### src/rtl/kts_pkg.sv
package kts_pkg;

	// generator and table geometry
	localparam int RING_LEN  = 32;
	localparam int LAG_WRITE = 31;
	localparam int LAG_TAP   = 19;
	localparam int ROW_LEN   = 256;
	localparam int BYTE_W    = 8;
	localparam int ADDR_W    = 2 * BYTE_W;

	localparam logic [BYTE_W-1:0] SEED [RING_LEN] = '{
		8'd29, 8'd87, 8'd191, 8'd237, 8'd200, 8'd8, 8'd74, 8'd82,
		8'd196, 8'd183, 8'd78, 8'd79, 8'd41, 8'd122, 8'd173, 8'd109,
		8'd240, 8'd34, 8'd63, 8'd108, 8'd180, 8'd173, 8'd156, 8'd176,
		8'd53, 8'd30, 8'd37, 8'd8, 8'd49, 8'd240, 8'd159, 8'd255
	};

	// function codes of a request
	typedef enum logic [1:0] {
		FN_SETUP = 2'd0,
		FN_ENC   = 2'd1,
		FN_DEC   = 2'd2
	} func_t;

	typedef struct packed {
		logic [1:0]        func;
		logic [BYTE_W-1:0] in_byte;
	} req_t;

	typedef struct packed {
		logic [BYTE_W-1:0] out_byte;
		logic              not_ready;
	} rsp_t;

	// keystream generator control
	typedef struct packed {
		logic reload;
		logic draw;
	} gen_ctl_t;

	// table memory accesses
	typedef struct packed {
		logic              fwd_we;
		logic [ADDR_W-1:0] fwd_waddr;
		logic [BYTE_W-1:0] fwd_wdata;
		logic              fwd_re;
		logic [ADDR_W-1:0] fwd_raddr_a;
		logic [ADDR_W-1:0] fwd_raddr_b;
		logic              inv_we;
		logic [ADDR_W-1:0] inv_waddr;
		logic [BYTE_W-1:0] inv_wdata;
		logic              inv_re;
		logic [ADDR_W-1:0] inv_raddr;
	} tbl_req_t;

	typedef struct packed {
		logic [BYTE_W-1:0] fwd_rdata_a;
		logic [BYTE_W-1:0] fwd_rdata_b;
		logic [BYTE_W-1:0] inv_rdata;
	} tbl_rsp_t;

endpackage

### src/rtl/kts_keygen.sv
module kts_keygen import kts_pkg::*; (
	input  logic              clk,
	input  logic              arst_n,
	input  gen_ctl_t          ctl,
	output logic [BYTE_W-1:0] key
);

	// sr[j] holds ring entry (index + 1 + j), so both taps sit at fixed places
	logic [BYTE_W-1:0] sr_q [RING_LEN];

	// next keystream byte: lagged sum of the two taps
	assign key = sr_q[0] + sr_q[LAG_TAP];

	// rotate by one per draw, the new byte lands at the write lag
	always_ff @(posedge clk or negedge arst_n) begin
		if (!arst_n) begin
			for (int j = 0; j < RING_LEN; j++) begin
				sr_q[j] <= SEED[(j + 1) % RING_LEN];
			end
		end else if (ctl.reload) begin
			for (int j = 0; j < RING_LEN; j++) begin
				sr_q[j] <= SEED[(j + 1) % RING_LEN];
			end
		end else if (ctl.draw) begin
			for (int j = 0; j < RING_LEN; j++) begin
				if (j == LAG_WRITE - 1) begin
					sr_q[j] <= key;
				end else begin
					sr_q[j] <= sr_q[(j + 1) % RING_LEN];
				end
			end
		end
	end

endmodule

### config.mk
export PLATFORM = sky130hd
export DESIGN_NAME = kts_keygen
export DESIGN_NICKNAME = d
export VERILOG_FILES = /design/src/rtl/kts_pkg.sv /design/src/rtl/kts_keygen.sv
export SDC_FILE = /design/constraint.sdc
export NUM_CORES = 1
export LEC_CHECK = 0
export BUFFER_PORTS_ARGS = -buffer_cell sky130_fd_sc_hd__buf_4
export CAP_MARGIN = 20
export CORE_UTILIZATION = 25
export CTS_BUF_LIST = sky130_fd_sc_hd__clkbuf_16
export DETAILED_ROUTE_END_ITERATION = 6
export HOLD_SLACK_MARGIN = 0.08
export PLACE_DENSITY_LB_ADDON = 0.12
export SLEW_MARGIN = 10
export SYNTH_ARGS = -nofsm -noshare
export SYNTH_HDL_FRONTEND = slang
export SYNTH_SLANG_ARGS = --single-unit
### constraint.sdc
create_clock -name clk -period 2.6 [get_ports clk]
set_input_delay 0 -clock clk [delete_from_list [all_inputs] [get_ports clk]]
set_output_delay 0 -clock clk [all_outputs]
set_load 0.01 [all_outputs]
==> results.toml <==
[cts]
cts_root_buf = "clkbuf_16"
cts_tree = "yes"
path_clk_slew_ns = 0.06
cts_max_level = 1
clk_latency_ns = 0.55
clk_path_buf_depth = 3
cts.sinks = 248
cts_buffers = 30

[drt]
routedWlPerCell_um = 14.3
viasPerCell = 4.13
ant_nets = 0
num_vias = 5865
drtIter0Drc = 204
routed_wirelength_um = 20200
first_pass_iters = 4
drc = 0

[pwr]
vdd_drop_max_v = 0.000483
power.leakage_nw = 5.68
p_per_area_mw_per_mm2 = 730

[worst_setup_path]
required_ns = 2.60
path_max_fanout = 3
reg2reg_to = "sr_q[14]$_DFFE_PN1P_"
r2r_slack_ns = 0.51
path_class = "reg2out"
critPathLaunchType = "register"
reg2reg_from = "sr_q[96]$_DFFE_PN0P_"
crit_path_end_kind = "output port"
reg2reg_depth = 7
arrival_ns = 2.53

[timing]
fin_ws_ns = 0.0679
skew_ns = 0.0176
min_period_ns = 2.53
period_share_pct = 97.4
setup-violations-final = 0
hold_viol = 0
worst_pin_slew_ns = 0.824
maxSlewHeadroom_pct = 45.1
max_freq_mhz = 395
fin_setup_tns_ns = 0
timing.hold.ws_ns = 0.495
maxSlewViolCount = 0

[floorplanning]
die_h_um = 206
rows = 74
coreArea_mm2 = 0.0409
dieArea_mm2 = 0.0424
die_w_um = 206
initial_core_util_pct = 25.4
pin_count = 12

[global_route]
overflow = 0
antenna_found_initial = 0
grt_max_degree = 125
grtUsageTotal_pct = 9.96
grt_pass1_wl_um = 34400
grt_pass1_vias = 6422

[place]
place_congestion = 0.641
dp_cells = 1354
io_buffers = 11
pre_cts_ws_ns = 0.425
dp.final_hpwl_um = 10500

[logic_synthesis]
synthesis.area_mm2 = 0.0104
synth_cells = 852
ys_types = 35
synth_edf_count = 0
synth.largest_area_cell = "dfstp_2"
ys_ff_latch = 248
avgSynthCellArea_um2 = 12.2
netlist_top_cells_area = "dfstp_2 33%, dfrtp_1 29%, mux2i_1 23%"
synthArstFlopShare_pct = 100
synth_flop_cell = "dfstp_2"
synth-warning-count = 0
syn-num-nets = 864
yosys.area.top_type_share_pct = 32.6
seq_area_frac_synth_pct = 61.2

[cells_and_area]
reg_top3 = "sr_q: 248 flops"
nets = 875
largest_reg_flops = 248
layout-drive-gt1-share_pct = 22.7
layout_commonest_cell = "mux2i_1"
syn_to_final_growth_pct = 17.2
regMostFlops = "sr_q"
finalNonFillerCells = 1419
layout_common_cells = "242 x mux2i_1, 129 x dfstp_2, 128 x nand2_1"
diodes = 0

[hold_path]
min-delay-start = "sr_q[21]$_DFFE_PN0P_"
holdPathStages = 2
min_to = "sr_q[29]$_DFFE_PN1P_"
hp-class = "reg2reg"

[run_status]
outcome = "complete, no violations"

[run]
maxCapViolCount = 0
==> synthesized netlist by cell type, types with 2 or more instances <==
cell / number
buf_1: 7
and2_1: 2
buf_2: 23
or3_1: 2
a311o_1: 3
o21ai_0: 4
o211ai_1: 2
nand3_1: 3
nand2_1: 128
clkbuf_1: 27
xnor2_1: 3
nor2_1: 120
inv_1: 5
dfstp_2: 129
a21o_1: 2
dfrtp_1: 119
mux2i_1: 242
ha_1: 7
a21oi_1: 5
nor2b_1: 4
==> layer usage <==
metal  global-route usage, %  routed length, um  share of wire [%]  up-vias
li1                        -                  -                  -     2885
met1                    13.7              10200                 50     2894
met2                    15.9               8960                 44       55
met3                    1.64                527                2.6       31
met4                    3.05                583                2.9        0
met5                       0                  0                  0        -
==> power by group <==
| part | internal, W | switching, W | total (W) |
|---|---|---|---|
| clock | 0.00222 | 0.00158 | 0.00380 |
| sequential | 0.00416 | 0.000117 | 0.00427 |
| combinational | 0.000358 | 0.000468 | 0.000826 |
==> how the worst max path moves through the flow <==
stage	start	depth (start not counted)	slack [ns]	endpoint
after CTS	sr_q[96]$_DFFE_PN0P_	8	0.0001	key[6]
after global routing	sr_q[96]$_DFFE_PN0P_	8	-0.004	key[6]
final	sr_q[96]$_DFFE_PN0P_	8	0.07	key[6]
after global placement	sr_q[96]$_DFFE_PN0P_	7	0.44	sr_q[14]$_DFFE_PN1P_
after detailed placement	sr_q[96]$_DFFE_PN0P_	7	0.42	sr_q[14]$_DFFE_PN1P_
after floorplan	sr_q[96]$_DFFE_PN0P_	7	0.53	sr_q[14]$_DFFE_PN1P_
==> critical path, cell delays in order, from the launching register on <==
cell and delay [ns]:
dfrtp_1 0.41, ha_4 0.18, inv_1 0.07, fa_2 0.23
nor2b_4 0.05, o2111a_1 0.24, or4_4 0.49, and2_4 0.19
buf_4 0.14
==> final cells by class <==
cell class / count / area, um2
sequential: 248 / 6370
timing repair buffer: 36 / 435
inverter: 6 / 25.0
fill: 4293 / 28700
clock buffer: 31 / 776
multi-input combinational: 541 / 3800
tap: 532 / 666
clock inverter: 25 / 123
==> through the flow <==
| stage | utilization [%] | power [W] | area (um2) |
|---|---|---|---|
| 6_report | 29.8 | 0.00890 | 12200 |
| 5_1_grt | 29.8 | 0.00935 | 12200 |
| 4_1_cts | 29.7 | 0.00911 | 12200 |
| 3_5_place_dp | 27.3 | 0.00516 | 11200 |
| 3_3_place_gp | 27.3 | 0.00516 | 11200 |
| 2_1_floorplan | - | 0.00485 | 10400 |
==> cell families (layout without fill, tap and decap cells) <==
group                    after synthesis  count (layout)  synth area share (%)
multiplexers                         242             242                  23.3
adder cells (fa/ha/maj)                8               8                  1.03
AND/OR/NAND/NOR                      264             264                  10.0
flip-flops                           248             248                  61.2
XOR/XNOR                               4               4                 0.337
AO/OA/AOI/OAI                         23              23                  1.58
buffers and inverters                 63              98                  2.55
==> what timing repair did <==
item	4_1_cts	5_1_grt
hold buffers	6	0
endpoints found under the hold margin	232	0
setup endpoints to repair	1	2
pin swaps	1	2
gates resized for setup	3	4
buffers inserted	2	1
No activity file was read; power rests on OpenSTA's default activity.
